## config.mk

```make
export PLATFORM = sky130hd
export DESIGN_NAME = remote_command_frame_parser_top_flat
export DESIGN_NICKNAME = d
export VERILOG_FILES = /design/src/rcfp_pkg.sv /design/src/rcfp_intf.sv /design/src/remote_command_frame_parser_top.sv /design/src/rcfp_front.sv /design/src/rcfp_back.sv /design/src/flat_wrapper.sv
export SDC_FILE = /design/constraint.sdc
export NUM_CORES = 1
export LEC_CHECK = 0
export BUFFER_PORTS_ARGS = -buffer_cell sky130_fd_sc_hd__buf_2
export CAP_MARGIN = 20
export CORE_UTILIZATION = 59
export DETAILED_ROUTE_END_ITERATION = 10
export PLACE_DENSITY = 0.82
export SLEW_MARGIN = 20
export SYNTH_ARGS = -nofsm -noshare
export SYNTH_HDL_FRONTEND = slang
export SYNTH_SLANG_ARGS = --single-unit
export TNS_END_PERCENT = 20
```

## constraint.sdc

```tcl
create_clock -name clk -period 8.65 [get_ports clk]
set_clock_uncertainty 0.2 [all_clocks]
set_input_delay 2.595 -clock clk [delete_from_list [all_inputs] [get_ports clk]]
set_output_delay 2.595 -clock clk [all_outputs]
set_load 0.03 [all_outputs]
```

## src/rcfp_pkg.sv

```systemverilog
// Package with the shared types, codes and lookup functions of the frame parser.
package rcfp_pkg;

  // Result queue depth between the parser and the output side.
  localparam int QUEUE_DEPTH = 2;

  // Byte positions inside a frame.
  localparam logic [3:0] POS_IDLE  = 4'd0;
  localparam logic [3:0] POS_TYPE  = 4'd1;
  localparam logic [3:0] POS_BODY  = 4'd2;
  localparam logic [3:0] POS_BODY1 = 4'd3;
  localparam logic [3:0] POS_BODY2 = 4'd4;
  localparam logic [3:0] POS_BODY3 = 4'd5;
  // Bytes of id plus checksum header offset: frame ends at position 4 + body length.
  localparam logic [3:0] POS_TAIL_BASE = 4'd4;

  // Body lengths.
  localparam logic [2:0] LEN_NONE = 3'd0;
  localparam logic [2:0] LEN_ONE_WORD = 3'd2;
  localparam logic [2:0] LEN_TWO_WORDS = 3'd4;

  // Frame type codes.
  localparam logic [7:0] TYPE_HEARTBEAT  = 8'h78;
  localparam logic [7:0] TYPE_IGNORED_A  = 8'h9a;
  localparam logic [7:0] TYPE_IGNORED_B  = 8'h12;
  localparam logic [7:0] TYPE_ANGLE      = 8'h23;
  localparam logic [7:0] TYPE_RATE       = 8'h34;
  localparam logic [7:0] TYPE_WHEELS     = 8'h56;
  localparam logic [7:0] TYPE_IGNORED_C  = 8'hbc;

  localparam logic [7:0] HEAD_RESET = 8'hAA;

  typedef enum logic [1:0] {
    STATUS_OK      = 2'd0,
    STATUS_BAD_SUM = 2'd1,
    STATUS_BAD_TYPE = 2'd2
  } status_t;

  typedef enum logic [2:0] {
    ACT_IGNORED   = 3'd0,
    ACT_HEARTBEAT = 3'd1,
    ACT_ANGLE     = 3'd2,
    ACT_RATE      = 3'd3,
    ACT_WHEELS    = 3'd4
  } action_t;

  // One result item as it travels through the queue.
  typedef struct packed {
    status_t            status;
    logic [7:0]         frame_type;
    logic [15:0]        frame_id;
    action_t            action;
    logic signed [15:0] value_first;
    logic signed [15:0] value_second;
  } result_t;

  // Body length lookup, with a flag for known types.
  typedef struct packed {
    logic       known;
    logic [2:0] len;
  } type_info_t;

  function automatic type_info_t type_info(input logic [7:0] t);
    type_info_t ti;
    ti.known = 1'b1;
    ti.len   = LEN_NONE;
    unique case (t)
      TYPE_HEARTBEAT: ti.len = LEN_NONE;
      TYPE_IGNORED_A, TYPE_IGNORED_B: ti.len = LEN_ONE_WORD;
      TYPE_ANGLE, TYPE_RATE, TYPE_WHEELS, TYPE_IGNORED_C: ti.len = LEN_TWO_WORDS;
      default: ti.known = 1'b0;
    endcase
    return ti;
  endfunction

  function automatic action_t action_of(input logic [7:0] t);
    action_t a;
    unique case (t)
      TYPE_HEARTBEAT: a = ACT_HEARTBEAT;
      TYPE_ANGLE:     a = ACT_ANGLE;
      TYPE_RATE:      a = ACT_RATE;
      TYPE_WHEELS:    a = ACT_WHEELS;
      default:        a = ACT_IGNORED;
    endcase
    return a;
  endfunction

endpackage

```

## src/rcfp_intf.sv

```systemverilog
// Handshake interfaces for the received byte channel and the result channel.
interface rcfp_byte_if;
  logic       valid;
  logic       ready;
  logic [7:0] rx_byte;

  modport source (output valid, output rx_byte, input ready);
  modport sink (input valid, input rx_byte, output ready);
endinterface

interface rcfp_result_if;
  logic               valid;
  logic               ready;
  logic [1:0]         status;
  logic [7:0]         frame_type;
  logic [15:0]        frame_id;
  logic [2:0]         action;
  logic signed [15:0] value_first;
  logic signed [15:0] value_second;

  modport source (output valid, output status, output frame_type, output frame_id,
                  output action, output value_first, output value_second, input ready);
  modport sink (input valid, input status, input frame_type, input frame_id,
                input action, input value_first, input value_second, output ready);
endinterface

```

## src/remote_command_frame_parser_top.sv

```systemverilog
// Remote command frame parser: byte-wise frame tracker feeding a result queue.
// A result is written into the result queue on the transfer of the byte that ends its frame.
// Throughput: one byte per cycle; input stalls only while the result queue is full.
// The result queue holds QUEUE_DEPTH entries and is the only buffering on the output side.
// Reset (synchronous, rst_n low) returns the parser to idle, empties the queue and
// sets the head byte to 0xAA.
module remote_command_frame_parser_top #(
  parameter int QUEUE_DEPTH = rcfp_pkg::QUEUE_DEPTH
) (
  input  logic          clk,
  input  logic          rst_n,
  input  logic          cfg_we,
  input  logic [7:0]    cfg_wdata,
  rcfp_byte_if.sink     in_ch,
  rcfp_result_if.source out_ch
);
  import rcfp_pkg::*;

  logic    queue_full;
  logic    push_valid;
  result_t push_data;

  // Front end: frame tracking and classification.
  rcfp_front u_front (
    .clk        (clk),
    .rst_n      (rst_n),
    .cfg_we     (cfg_we),
    .cfg_wdata  (cfg_wdata),
    .in_valid   (in_ch.valid),
    .in_ready   (in_ch.ready),
    .in_byte    (in_ch.rx_byte),
    .queue_full (queue_full),
    .push_valid (push_valid),
    .push_data  (push_data)
  );

  // Back end: result queue and output transfer.
  rcfp_back #(
    .DEPTH (QUEUE_DEPTH)
  ) u_back (
    .clk        (clk),
    .rst_n      (rst_n),
    .push_valid (push_valid),
    .push_data  (push_data),
    .queue_full (queue_full),
    .out_ch     (out_ch)
  );

endmodule

```

## src/rcfp_front.sv

```systemverilog
// Frame parser front end: takes bytes, tracks the frame and emits result records.
module rcfp_front (
  input  logic             clk,
  input  logic             rst_n,
  input  logic             cfg_we,
  input  logic [7:0]       cfg_wdata,
  input  logic             in_valid,
  output logic             in_ready,
  input  logic [7:0]       in_byte,
  input  logic             queue_full,
  output logic             push_valid,
  output rcfp_pkg::result_t push_data
);
  import rcfp_pkg::*;

  logic [7:0]  head_r;
  logic [3:0]  pos_r, pos_nxt;
  logic [7:0]  type_r, type_nxt;
  logic [2:0]  len_r, len_nxt;
  logic [7:0]  sum_r, sum_nxt;
  logic [15:0] id_r, id_nxt;
  logic [15:0] v1_r, v1_nxt;
  logic [15:0] v2_r, v2_nxt;
  logic        accept;
  type_info_t  ti;

  // Any byte may end a frame, so a transfer needs a free queue slot.
  assign in_ready = !queue_full;
  assign accept   = in_valid && in_ready;
  assign ti       = type_info(in_byte);

  // Head byte register.
  always_ff @(posedge clk) begin
    if (!rst_n) begin
      head_r <= HEAD_RESET;
    end else if (cfg_we) begin
      head_r <= cfg_wdata;
    end
  end

  // Frame tracking state.
  always_ff @(posedge clk) begin
    if (!rst_n) begin
      pos_r  <= POS_IDLE;
      type_r <= '0;
      len_r  <= LEN_NONE;
      sum_r  <= '0;
    end else begin
      pos_r  <= pos_nxt;
      type_r <= type_nxt;
      len_r  <= len_nxt;
      sum_r  <= sum_nxt;
    end
  end

  // Captured id and body words.
  always_ff @(posedge clk) begin
    id_r <= id_nxt;
    v1_r <= v1_nxt;
    v2_r <= v2_nxt;
  end

  // Per-byte update and result building.
  always_comb begin
    pos_nxt    = pos_r;
    type_nxt   = type_r;
    len_nxt    = len_r;
    sum_nxt    = sum_r;
    id_nxt     = id_r;
    v1_nxt     = v1_r;
    v2_nxt     = v2_r;
    push_valid = 1'b0;
    push_data  = '0;
    if (accept) begin
      priority if (pos_r == POS_IDLE) begin
        // Stray bytes outside a frame are dropped.
        if (in_byte == head_r) begin
          pos_nxt = POS_TYPE;
          sum_nxt = in_byte;
        end
      end else if (pos_r == POS_TYPE) begin
        if (!ti.known) begin
          push_valid           = 1'b1;
          push_data.status     = STATUS_BAD_TYPE;
          push_data.frame_type = in_byte;
          pos_nxt  = POS_IDLE;
          type_nxt = '0;
          len_nxt  = LEN_NONE;
          sum_nxt  = '0;
        end else begin
          type_nxt = in_byte;
          len_nxt  = ti.len;
          pos_nxt  = POS_BODY;
          sum_nxt  = sum_r + in_byte;
        end
      end else if (pos_r >= POS_TAIL_BASE + {1'b0, len_r}) begin
        // Checksum byte closes the frame.
        push_valid           = 1'b1;
        push_data.frame_type = type_r;
        if (sum_r == in_byte) begin
          push_data.status   = STATUS_OK;
          push_data.frame_id = id_r;
          push_data.action   = action_of(type_r);
          if (len_r >= LEN_ONE_WORD) begin
            push_data.value_first = v1_r;
          end
          if (len_r >= LEN_TWO_WORDS) begin
            push_data.value_second = v2_r;
          end
        end else begin
          push_data.status = STATUS_BAD_SUM;
        end
        pos_nxt  = POS_IDLE;
        type_nxt = '0;
        len_nxt  = LEN_NONE;
        sum_nxt  = '0;
      end else begin
        // Body and id bytes; the id is the last two bytes before the checksum.
        id_nxt = {id_r[7:0], in_byte};
        if ((pos_r == POS_BODY || pos_r == POS_BODY1) && len_r >= LEN_ONE_WORD) begin
          v1_nxt = {v1_r[7:0], in_byte};
        end
        if ((pos_r == POS_BODY2 || pos_r == POS_BODY3) && len_r >= LEN_TWO_WORDS) begin
          v2_nxt = {v2_r[7:0], in_byte};
        end
        pos_nxt = pos_r + 4'd1;
        sum_nxt = sum_r + in_byte;
      end
    end
  end

endmodule

```

## src/rcfp_back.sv

```systemverilog
// Result queue and output side: holds finished results until the sink takes them.
module rcfp_back #(
  parameter int DEPTH = rcfp_pkg::QUEUE_DEPTH
) (
  input  logic              clk,
  input  logic              rst_n,
  input  logic              push_valid,
  input  rcfp_pkg::result_t push_data,
  output logic              queue_full,
  rcfp_result_if.source     out_ch
);
  import rcfp_pkg::*;

  localparam int PTR_W = $clog2(DEPTH);
  localparam int CNT_W = $clog2(DEPTH + 1);
  localparam logic [PTR_W-1:0] PTR_LAST = PTR_W'(DEPTH - 1);
  localparam logic [CNT_W-1:0] CNT_FULL = CNT_W'(DEPTH);

  result_t          mem [DEPTH];
  logic [PTR_W-1:0] wr_ptr_r, wr_ptr_nxt;
  logic [PTR_W-1:0] rd_ptr_r, rd_ptr_nxt;
  logic [CNT_W-1:0] count_r, count_nxt;
  logic             pop;
  result_t          head;

  assign queue_full = (count_r == CNT_FULL);
  assign pop        = out_ch.valid && out_ch.ready;

  // Queue storage.
  always_ff @(posedge clk) begin
    if (push_valid) begin
      mem[wr_ptr_r] <= push_data;
    end
  end

  // Pointer and fill count update.
  always_comb begin
    wr_ptr_nxt = wr_ptr_r;
    rd_ptr_nxt = rd_ptr_r;
    count_nxt  = count_r;
    if (push_valid) begin
      wr_ptr_nxt = (wr_ptr_r == PTR_LAST) ? '0 : wr_ptr_r + 1'b1;
    end
    if (pop) begin
      rd_ptr_nxt = (rd_ptr_r == PTR_LAST) ? '0 : rd_ptr_r + 1'b1;
    end
    if (push_valid && !pop) begin
      count_nxt = count_r + 1'b1;
    end else if (pop && !push_valid) begin
      count_nxt = count_r - 1'b1;
    end
  end

  always_ff @(posedge clk) begin
    if (!rst_n) begin
      wr_ptr_r <= '0;
      rd_ptr_r <= '0;
      count_r  <= '0;
    end else begin
      wr_ptr_r <= wr_ptr_nxt;
      rd_ptr_r <= rd_ptr_nxt;
      count_r  <= count_nxt;
    end
  end

  // The oldest entry drives the result channel.
  assign head                = mem[rd_ptr_r];
  assign out_ch.valid        = (count_r != '0);
  assign out_ch.status       = head.status;
  assign out_ch.frame_type   = head.frame_type;
  assign out_ch.frame_id     = head.frame_id;
  assign out_ch.action       = head.action;
  assign out_ch.value_first  = head.value_first;
  assign out_ch.value_second = head.value_second;

endmodule
```

## src/flat_wrapper.sv

```systemverilog
// flat-port wrapper written by rule: the top's interface ports become plain ports
module remote_command_frame_parser_top_flat import rcfp_pkg::*;
#(
  parameter int QUEUE_DEPTH = rcfp_pkg::QUEUE_DEPTH
)
  (clk, rst_n, cfg_we, cfg_wdata, in_ch_valid, in_ch_rx_byte, in_ch_ready, out_ch_valid, out_ch_status, out_ch_frame_type, out_ch_frame_id, out_ch_action, out_ch_value_first, out_ch_value_second, out_ch_ready);
  rcfp_byte_if in_ch_i ();
  rcfp_result_if out_ch_i ();
  input  logic clk;
  input  logic rst_n;
  input  logic cfg_we;
  input  logic [7:0] cfg_wdata;
  input wire logic [$bits(in_ch_i.valid)-1:0] in_ch_valid;
  input wire logic [$bits(in_ch_i.rx_byte)-1:0] in_ch_rx_byte;
  output wire logic [$bits(in_ch_i.ready)-1:0] in_ch_ready;
  output wire logic [$bits(out_ch_i.valid)-1:0] out_ch_valid;
  output wire logic [$bits(out_ch_i.status)-1:0] out_ch_status;
  output wire logic [$bits(out_ch_i.frame_type)-1:0] out_ch_frame_type;
  output wire logic [$bits(out_ch_i.frame_id)-1:0] out_ch_frame_id;
  output wire logic [$bits(out_ch_i.action)-1:0] out_ch_action;
  output wire logic [$bits(out_ch_i.value_first)-1:0] out_ch_value_first;
  output wire logic [$bits(out_ch_i.value_second)-1:0] out_ch_value_second;
  input wire logic [$bits(out_ch_i.ready)-1:0] out_ch_ready;
  assign in_ch_i.valid = in_ch_valid;
  assign in_ch_i.rx_byte = in_ch_rx_byte;
  assign in_ch_ready = in_ch_i.ready;
  assign out_ch_valid = out_ch_i.valid;
  assign out_ch_status = out_ch_i.status;
  assign out_ch_frame_type = out_ch_i.frame_type;
  assign out_ch_frame_id = out_ch_i.frame_id;
  assign out_ch_action = out_ch_i.action;
  assign out_ch_value_first = out_ch_i.value_first;
  assign out_ch_value_second = out_ch_i.value_second;
  assign out_ch_i.ready = out_ch_ready;
  remote_command_frame_parser_top #(.QUEUE_DEPTH(QUEUE_DEPTH)) u_core (.clk(clk), .rst_n(rst_n), .cfg_we(cfg_we), .cfg_wdata(cfg_wdata), .in_ch(in_ch_i), .out_ch(out_ch_i));
endmodule
```

==> summary.txt, run 1 <==
Clock network
  • Cell chosen for the clock root: clkbuf_16
  • Worst skew pair latency: 480 ps
  • H-Tree Depth: 1
  • CTS tree: yes
  • Worst-path clk slew: 60 ps
  • Clk buf depth: 3
  • CTS buffer count: 21
  • Hold_buf cts: 0
  • Clk sinks: 205
  • Resize count post-CTS: 0
  • # Post-CTS Setup Buffers: 0

STA
  • Hold Fails Final Rpt: 0
  • Slew Viols, Final: 0
  • Max_slew headroom: 24.1%
  • Peak Freq: approximately 0.20 GHz
  • Setup TNS: 0 ps
  • Worst Max-Slew Pin Slew: 1130 ps
  • RSZ-0062 raised after global routing: false
  • Fin crit period: 5020 ps
  • Final Setup Violations: 0
  • Fin crit share: about three fifths

Global routing
  • Vias in the first global route: 4875
  • First-pass GRT wire length: 24.5 mm
  • Largest net degree at the start of global routing: 63
  • Initial antenna violation count: 0
  • GRT Total Usage: 21.5%
  • Gr ovfl total: 0

Finish
  • Final Instance Area: ~9700 um2
  • Layout area overhead: 14.3%
  • Final net count: just under 700
  • Antenna diode count: 0
  • Layout cells sized above 1: 30.9%

Route
  • Vias/cell: 5.88
  • Via count: 4899
  • DR WL/cell: between 15 and 20 um
  • DR iter-0 viols: 434
  • DRT Pass-1 Iters: 5
  • Residual DRC: 0
  • Total wire length: 15.7 mm
  • Post-DRT Antenna Nets: 0

Critical path
  • Critical Path Source Type: input pin
  • WS Path Type: in2reg
  • Crit-path leading delay family: compound AO/OA/AOI/OAI gates
  • Crit path DAT: 4930 ps
  • Crit-path cells: buf_2, nand3_1, a211oi_4, a31o_4, nor2b_4, buf_4
  • Worst path max stage delay: 950 ps
  • Bufs and invs on worst path: 2
  • Worst Path Max Fanout: 61
  • Slowest-stage cell, CP: a211oi_4
  • WP data required: between 8000 and 9000 ps
  • Element type at the critical path end: register

Floorplanning
  • Die ar.: 14800 um2
  • # rows: between 40 and 50
  • Initial Utilization: 60.8%
  • Die H: 122 um
  • Chip Width: 122 um
  • Core area: roughly 14000 um2
  • Ports: 84

Power and ir drop
  • Total power: 2070 uW
  • Leakage: between 0.003 and 0.004 uW
  • Pwr per Cell Area: 214 nW/um2
  • Max VDD drop: 0.151 mV

Synthesis
  • Post-synthesis async set-or-reset flop share: 0%
  • Mapped Avg Cell Area: 15.3 um2
  • Post-Syn Area: 8470 um2
  • FF+latch count, synth: between 200 and 250
  • Mapped Cells: 553
  • Share of the yosys chip area belonging to registers: between 60% and 70%
  • Yosys warning total: 0
  • Top FF cell, synth: edfxtp_1
  • Post-synth net total: 590
  • Post-synth EDFFs: 170
  • Cell variety after synth: 63

Outcome
  • Run status: completed

Placement
  • Placed instance area: around 9000 um2
  • Hpwl dp: approximately 10 mm
  • Placer Congestion: 0.881
  • Port bufs: 83

Min path
  • HP Class: reg2reg

Job
  • Max_cap viols: 0
## sequential cells by signal (all words and copies together), names as in the netlist, named ones only
register,flops
u_core.u_front.type_r,8
u_core.u_back.mem,122
u_core.u_back.count_r,2
u_core.u_back.wr_ptr_r,1
u_core.u_front.sum_r,8
u_core.u_front.pos_r,4
u_core.u_front.head_r,8
u_core.u_front.id_r,16
u_core.u_front.len_r,2
u_core.u_front.v2_r,16
u_core.u_front.v1_r,16
u_core.u_back.rd_ptr_r,1
## worst reg2reg max path, stage by stage, from the launching register on
cell      delay [ps]
dfxtp_1          760
inv_1            100
ha_1             310
nand2_1           60
a21o_1           190
a211oi_4         890
a31o_4           230
nor2b_4          140
buf_4            630
## final cells by class
class                      count  area, um2
inverter                       8       30.0
multi-input combinational    315       2530
clock buffer                  24        537
timing repair buffer          88        453
clock inverter                13       92.6
sequential                   205       5810
fill                         947       4260
tap                          180        225
## stage by stage
step	worst slack, ps	hold slack (ps)	cells	utilization, %
4_1_cts	3660	243	833	69.4
6_report	3630	241	833	69.4
5_1_grt	3460	245	833	69.4
2_1_floorplan	1520	217	553	-
3_5_place_dp	3150	229	796	64.9
3_3_place_gp	3250	226	796	64.9
## synthesized netlist by cell type, drive strengths merged (7+ instances only)
library cell	n	share of area, %
edfxtp	170	60
mux2	62	8.2
dfxtp	35	8.3
and3	33	2.4
and2	22	1.7
nor2	21	0.96
clkbuf	18	0.80
nand2	18	0.83
a22o	16	1.7
ha	15	2.2
xnor2	13	1.3
a21oi	12	0.75
mux2i	9	1.1
o21ai	9	0.53
inv	8	0.35
buf	7	0.52
## cells in the final DEF (no fill, tap or decap), types with 11 or more instances in the layout
cell,instances
edfxtp_1,170
buf_2,83
mux2_2,62
dfxtp_1,34
and3_1,33
and2_1,21
clkbuf_16,21
nor2_1,20
nand2_1,17
ha_1,15
a22o_1,14
xnor2_1,13
a21oi_1,11
## metal layers
| layer | track usage, % | vias to the layer above | share of wire [%] | routed length [um] |
|---|---|---|---|---|
| li1 | - | 2290 | - | - |
| met5 | 0 | - | 0 | 0 |
| met2 | 38.6 | 186 | 51 | 8070 |
| met1 | 27.6 | 2394 | 41 | 6440 |
| met4 | 5.40 | 0 | 1.5 | 230 |
| met3 | 2.72 | 29 | 6.1 | 955 |
## worst paths after layout
path | startpoint | to | slack, ps | cells after the start
worst min register to register | u_core.u_front.v2_r[3] | u_core.u_front.v2_r[11] | 240 | 0
worst min-delay path | u_core.u_front.v2_r[3] | u_core.u_front.v2_r[11] | 240 | 0
worst max-delay path | in_ch_valid | u_core.u_back.mem[0][53] | 3630 | 6
worst max register to register | u_core.u_front.len_r[2] | u_core.u_back.mem[0][53] | 4700 | 8
## cells by family (layout without fill, tap and decap cells)
| kind of cell | after synthesis | after routing | share of synthesized area [%] |
|---|---|---|---|
| flops | 205 | 205 | 68.6 |
| mux | 71 | 71 | 9.31 |
| buf+inv | 33 | 133 | 1.67 |
| fa+ha+maj | 16 | 16 | 2.45 |
| xor+xnor | 18 | 18 | 1.86 |
| simple gates | 139 | 139 | 9.67 |
| compound gates | 71 | 71 | 6.46 |
## report_power, final
part / internal, uW / total (uW) / switching (uW)
Combinational: 66.6 / 184 / 117
Sequential: 1060 / 1060 / 3.62
Clock: 475 / 820 / 345
Total: 1600 / 2070 / 465
(Power assumes the default switching activity.)
==> run 2: changes to the inputs <==
--- a/config.mk
+++ b/config.mk
@@ -5,11 +5,12 @@
 export SDC_FILE = /design/constraint.sdc
 export NUM_CORES = 1
 export LEC_CHECK = 0
+export ABC_AREA = 1
 export BUFFER_PORTS_ARGS = -buffer_cell sky130_fd_sc_hd__buf_2
 export CAP_MARGIN = 20
 export CORE_UTILIZATION = 59
 export DETAILED_ROUTE_END_ITERATION = 10
-export PLACE_DENSITY = 0.82
+export PLACE_DENSITY = 0.81
 export SLEW_MARGIN = 20
 export SYNTH_ARGS = -nofsm -noshare
 export SYNTH_HDL_FRONTEND = slang
==> constraint.sdc (replaced) <==
create_clock -name clk -period 5 [get_ports clk]
set_clock_uncertainty 0.2 [all_clocks]
set_input_delay 1.5 -clock clk [delete_from_list [all_inputs] [get_ports clk]]
set_output_delay 1.5 -clock clk [all_outputs]
set_load 0.03 [all_outputs]
==> run 2 against run 1 <==
Compared with the run above:
- sequential share of layout area fell by 2.2 points
- sequential power rose by 75%
- routed wire length rose by 8.1%
- global-route usage rose by 0.56 points
- critical endpoint is now out_ch_value_first[7]
==> summary.txt, run 2 <==
Clock network
  • CTS buffer count: 21
  • Worst-path clk slew: 60 ps
  • Hold_buf cts: 0
  • Clk buf depth: 3
  • Resize count post-CTS: 0
  • Cell chosen for the clock root: clkbuf_16
  • # Post-CTS Setup Buffers: 0
  • H-Tree Depth: 1
  • Clk sinks: 205
  • CTS tree: yes
  • Worst skew pair latency: 480 ps

Critical path
  • Worst path max stage delay: 610 ps
  • Element type at the critical path end: primary output
  • Worst reg-to-reg path cell count: 9
  • Critical Path End: out_ch_value_first[7]
  • Crit path DAT: 2260 ps
  • Crit-path cells: buf_4, mux2_2, buf_2
  • WP data required: around 3300 ps
  • Worst Path Max Fanout: 43
  • R2R Setup Slk: 2000 ps
  • Crit path depth: 3
  • Reg-to-reg startpoint: u_core.u_front.len_r[2]
  • Bufs and invs on worst path: 2
  • WS Path Type: reg2out
  • Slowest-stage cell, CP: dfxtp_2
  • Crit-path leading delay family: buffers and inverters
  • Critical Path Source Type: register
  • RR Endpoint: u_core.u_back.mem[0][17]

Floorplanning
  • Die H: 124 um
  • Chip Width: 124 um
  • Ports: 84
  • Initial Utilization: 60.5%
  • Die ar.: 15500 um2
  • Core area: roughly 15000 um2
  • # rows: 44

Finish
  • Top reg by flops: u_core.u_back.mem
  • Layout cells sized above 1: 28.0%
  • Final Core Density: 68.9%
  • Multi-input logic area: ~2600 um2
  • Most frequent cells in the layout: 170 x edfxtp_1, 104 x nand2_1, 83 x buf_2
  • Antenna diode count: 0
  • Final net count: 851
  • Fill count: 1015
  • Number of flip-flops in the largest register: 122
  • Most common cell after layout, fill and taps aside: edfxtp_1
  • Layout area overhead: 13.8%
  • Seq. cell area: 5810 um2

Route
  • Total wire length: 17.0 mm
  • Vias/cell: 5.42
  • DR WL/cell: 16.8 um
  • DR iter-0 viols: 389
  • Residual DRC: 0
  • Post-DRT Antenna Nets: 0
  • Via count: between 5000 and 6000
  • DRT Pass-1 Iters: 5

STA
  • Final worst setup slack: between 1000 and 1500 ps
  • Hold Fails Final Rpt: 0
  • RSZ-0062 raised after global routing: false
  • Slew Viols, Final: 0
  • Fin crit period: 3960 ps
  • Final Setup Violations: 0
  • Max_slew headroom: 51.1%
  • Setup TNS: 0 ps
  • Peak Freq: 0.252 GHz
  • Worst Max-Slew Pin Slew: about 730 ps
  • Fin crit share: 79.2%

Synthesis
  • Yosys warning total: 0
  • Xor/xnor share of the synthesized area: under 10%
  • Largest family of logic cells by synthesized area: simple AND/OR/NAND/NOR gates
  • Mapped Avg Cell Area: 12.2 um2
  • Synth Area in Compound Gates: ~5.1%
  • Cell variety after synth: 38
  • Share of the yosys chip area belonging to registers: 65.8%
  • Post-synth top area cell: edfxtp_1
  • Mapped Cells: between 700 and 800
  • Synth Area in Adders: 2.35%
  • FF+latch count, synth: between 200 and 250
  • Mux cell area share after synthesis: 7.78%
  • Most common cell in the synthesized netlist: edfxtp_1
  • Post-synth EDFFs: 170
  • Synth Area in Simple Gates: 12.9%
  • Post-Syn Area: 8820 um2
  • Top cell type's share of synthesized area: roughly 58%
  • Top post-synthesis cells by area: edfxtp_1 58%, dfxtp_1 7.9%, mux2_2 7.8%
  • Synth top cells by count: 170 x edfxtp_1, 104 x nand2_1, 80 x nor2_1, 70 x inv_1, 61 x mux2_2
  • Post-synth net total: 761
  • Top FF cell, synth: edfxtp_1
  • Post-synthesis async set-or-reset flop share: 0%

Min path
  • HP Class: reg2reg

Global routing
  • Initial antenna violation count: 0
  • First-pass GRT wire length: 27.2 mm
  • Vias in the first global route: 5436
  • Largest net degree at the start of global routing: 62
  • Gr ovfl total: 0
  • GRT Total Usage: 22.1%

Power and ir drop
  • Max VDD drop: 0.251 mV
  • Total power: 3370 uW
  • Pwr per Cell Area: 336 nW/um2
  • Leakage: 0.00331 uW

Placement
  • Hpwl dp: between 10 and 15 mm
  • Placer Congestion: 0.910
  • Port bufs: just over 80
  • Place WS: 1060 ps

Outcome
  • Run status: completed

Job
  • Max_cap viols: 0
run 2: cell types whose count changed in the layout (fill, tap and decap cells not counted), sizes merged, moves of 18 or more:
| cell | before | now |
|---|---|---|
| nand3 | 3 | 21 |
| and3 | 33 | 0 |
| a21oi | 12 | 43 |
| inv | 9 | 81 |
| nor2 | 21 | 99 |
| nand2 | 18 | 111 |
| and2 | 22 | 0 |
run 2: metal layers:
metal,vias to the layer above,wire [um],GRT usage [%]
met5,-,0,0
met4,0,223,6.24
met3,20,975,3.35
met2,174,8550,38.3
met1,2615,7220,28.8
li1,2673,-,-
run 2: area by class of cell:
class                           instances  area share, %
Tap cell                              184           2.29
Clock buffer                           31           5.71
Sequential cell                       205           57.8
Multi-Input combinational cell        415           26.0
Clock inverter                          6          0.349
Timing Repair Buffer                   88           4.76
Inverter                               83           3.11
run 2: worst min-delay path by stage:
stage                                       from                       to  slack [ps]  depth (start not counted)
final                     u_core.u_front.id_r[6]  u_core.u_front.id_r[14]         250                          0
after global routing      u_core.u_front.v2_r[7]  u_core.u_front.v2_r[15]         260                          0
after CTS                 u_core.u_front.id_r[6]  u_core.u_front.id_r[14]         250                          0
after detailed placement  u_core.u_front.id_r[5]  u_core.u_front.id_r[13]         230                          0
after global placement    u_core.u_front.id_r[7]  u_core.u_front.id_r[15]         230                          0
after floorplan           u_core.u_front.id_r[2]  u_core.u_front.id_r[10]         230                          0
run 2: kinds of logic after synthesis:
group                      after synthesis
AOI/OAI and AO/OA                       75
DFF                                    205
and+or+nand+nor                        251
muxes                                   61
adders and majority gates               16
buffers and inverters                  104
xor gates and xnor gates                12
run 2: power breakdown:
| group | switching [uW] | leakage [uW] | internal [uW] | total, uW |
|---|---|---|---|---|
| Combinational | 83.9 | 0.00146 | 48.5 | 132 |
| Clock | 596 | 0.000294 | 795 | 1390 |
| Sequential | 13.0 | 0.00156 | 1840 | 1850 |
| Total | 693 | 0.00331 | 2680 | 3370 |
run 2: through the flow:
stage	hold slack (ps)	area, um2	std cells
after global placement	234	9440	975
after detailed placement	232	9440	975
final	247	10000	1012
after CTS	248	10000	1012
after global routing	261	10000	1012
after floorplan	226	8830	724
==> run 3: changes to the inputs <==
--- a/config.mk
+++ b/config.mk
@@ -8,9 +8,9 @@
 export ABC_AREA = 1
 export BUFFER_PORTS_ARGS = -buffer_cell sky130_fd_sc_hd__buf_2
 export CAP_MARGIN = 20
-export CORE_UTILIZATION = 59
+export CORE_UTILIZATION = 53
 export DETAILED_ROUTE_END_ITERATION = 10
-export PLACE_DENSITY = 0.81
+export PLACE_DENSITY = 0.77
 export SLEW_MARGIN = 20
 export SYNTH_ARGS = -nofsm -noshare
 export SYNTH_HDL_FRONTEND = slang
==> constraint.sdc (replaced) <==
create_clock -name clk -period 3.6 [get_ports clk]
set_clock_uncertainty 0.2 [all_clocks]
set_input_delay 1.08 -clock clk [delete_from_list [all_inputs] [get_ports clk]]
set_output_delay 1.08 -clock clk [all_outputs]
set_load 0.03 [all_outputs]
==> run 3 against run 2 <==
Compared with the run above:
- utilization decreased by 5.4 points
- cell area rose by 1.4%
- routed wire length grew 1.8%
- via count rose by 1.4%
- largest cell class unchanged
- largest power group unchanged
==> summary.txt, run 3 (same netlist as run 2, synthesis figures left out) <==
STA
  • Fin crit share: 87.0%
  • Fin crit period: around 3100 ps
  • Hold Fails Final Rpt: 0
  • Setup TNS: 0 ps
  • Worst Max-Slew Pin Slew: around 630 ps
  • RSZ-0062 raised after global routing: false
  • Final Setup Violations: 0
  • Max_slew headroom: around 58%
  • Slew Viols, Final: 0
  • Peak Freq: 0.319 GHz

Finish
  • Layout cells sized above 1: 28.9%
  • Final net count: 858
  • Final cell count without fillers: 1052
  • Most common cell after layout, fill and taps aside: edfxtp_1
  • Final Instance Area: 10200 um2
  • Number of flip-flops in the largest register: 122
  • Antenna diode count: 0
  • Most frequent cells in the layout: 170 x edfxtp_1, 104 x nand2_1, 83 x buf_2
  • Top reg by flops: u_core.u_back.mem
  • Final Core Density: 63.4%
  • Layout area overhead: 15.4%

Floorplanning
  • Die H: 131 um
  • Die ar.: between 15000 and 20000 um2
  • Chip Width: 131 um
  • Core area: around 16000 um2
  • Ports: 84
  • Initial Utilization: about 55%
  • # rows: 46

Route
  • Vias/cell: about 5.3
  • DRT Pass-1 Iters: 5
  • DR WL/cell: 16.4 um
  • DR iter-0 viols: 527
  • Via count: 5558
  • Post-DRT Antenna Nets: 0
  • Residual DRC: 0
  • Total wire length: ~17 mm

Clock network
  • Cell chosen for the clock root: clkbuf_16
  • Clk buf depth: 3
  • CTS buffer count: 21
  • CTS tree: yes
  • Worst-path clk slew: ~60 ps
  • # Post-CTS Setup Buffers: 0
  • Clk sinks: 205
  • Resize count post-CTS: 0
  • Worst skew pair latency: 490 ps
  • H-Tree Depth: 1
  • Hold_buf cts: 0

Critical path
  • Slowest-stage cell, CP: dfxtp_2
  • WP data required: roughly 2300 ps
  • Worst path max stage delay: 460 ps
  • Crit-path cells: buf_12, mux2_2, buf_2
  • Crit-path leading delay family: flip-flops
  • Element type at the critical path end: primary output
  • Bufs and invs on worst path: 2
  • Crit path DAT: 1850 ps
  • Worst Path Max Fanout: 43
  • Critical Path Source Type: register
  • WS Path Type: reg2out

Global routing
  • First-pass GRT wire length: 27.6 mm
  • Largest net degree at the start of global routing: between 40 and 50
  • Vias in the first global route: 5517
  • GRT Total Usage: 21.1%
  • Gr ovfl total: 0
  • Initial antenna violation count: 0

Placement
  • Placed Cells: 1014
  • Placer Congestion: 0.862
  • Port bufs: 83
  • Placed instance area: 9550 um2
  • Hpwl dp: 11.2 mm

Outcome
  • Run status: completed

Job
  • Max_cap viols: 0

Power and ir drop
  • Pwr per Cell Area: approximately 470 nW/um2
  • Leakage: 0.00338 uW
  • Max VDD drop: 0.334 mV

Min path
  • HP Class: reg2reg
## run 3: cell count changes in the layout (fill, tap and decap cells not counted), sizes merged
cell	change
clkinv	+5
buf	+7
clkbuf	-5
bufinv	+1
clkinvlp	-1
inv	+1
## run 3: metrics by stage
stage,hold slack (ps),power [uW],setup slack [ps]
3_5_place_dp,232,2810,178
4_1_cts,245,4790,453
2_1_floorplan,226,2740,-162
6_report,253,4760,468
5_1_grt,266,4900,408
3_3_place_gp,229,2810,219
## run 3: cell type report
class | count | area, um2
fillers | 1200 | 5870
flip-flops and latches | 205 | 5810
multi-input cells | 415 | 2610
repair buffers | 95 | 556
clock buffers | 26 | 544
inverters | 83 | 313
well taps | 216 | 270
clock inverters | 12 | 88.8
## run 3: path summary, 6_finish.rpt
kind	end	startpoint	cells past startpoint	slack [ps]
max reg2reg	u_core.u_back.mem[1][33]	u_core.u_front.len_r[2]	10	800
max	out_ch_status[1]	register	3	470
min reg2reg	u_core.u_front.v1_r[10]	u_core.u_front.v1_r[2]	0	250
min	u_core.u_front.v1_r[10]	u_core.u_front.v1_r[2]	0	250
## run 3: power breakdown
group / switching, uW / internal, uW
clock: 849 / 1150
combinational: 124 / 72.9
sequential: 12.5 / 2550
## run 3: layer usage
layer | wire length [um] | track usage (%) | vias to the layer above | part of all wire, %
met2 | 8570 | 35.7 | 151 | 50
met5 | 0 | 0 | - | 0
li1 | - | - | 2678 | -
met1 | 7470 | 27.5 | 2696 | 43
met4 | 365 | 6.63 | 0 | 2.1
met3 | 871 | 4.28 | 33 | 5.0
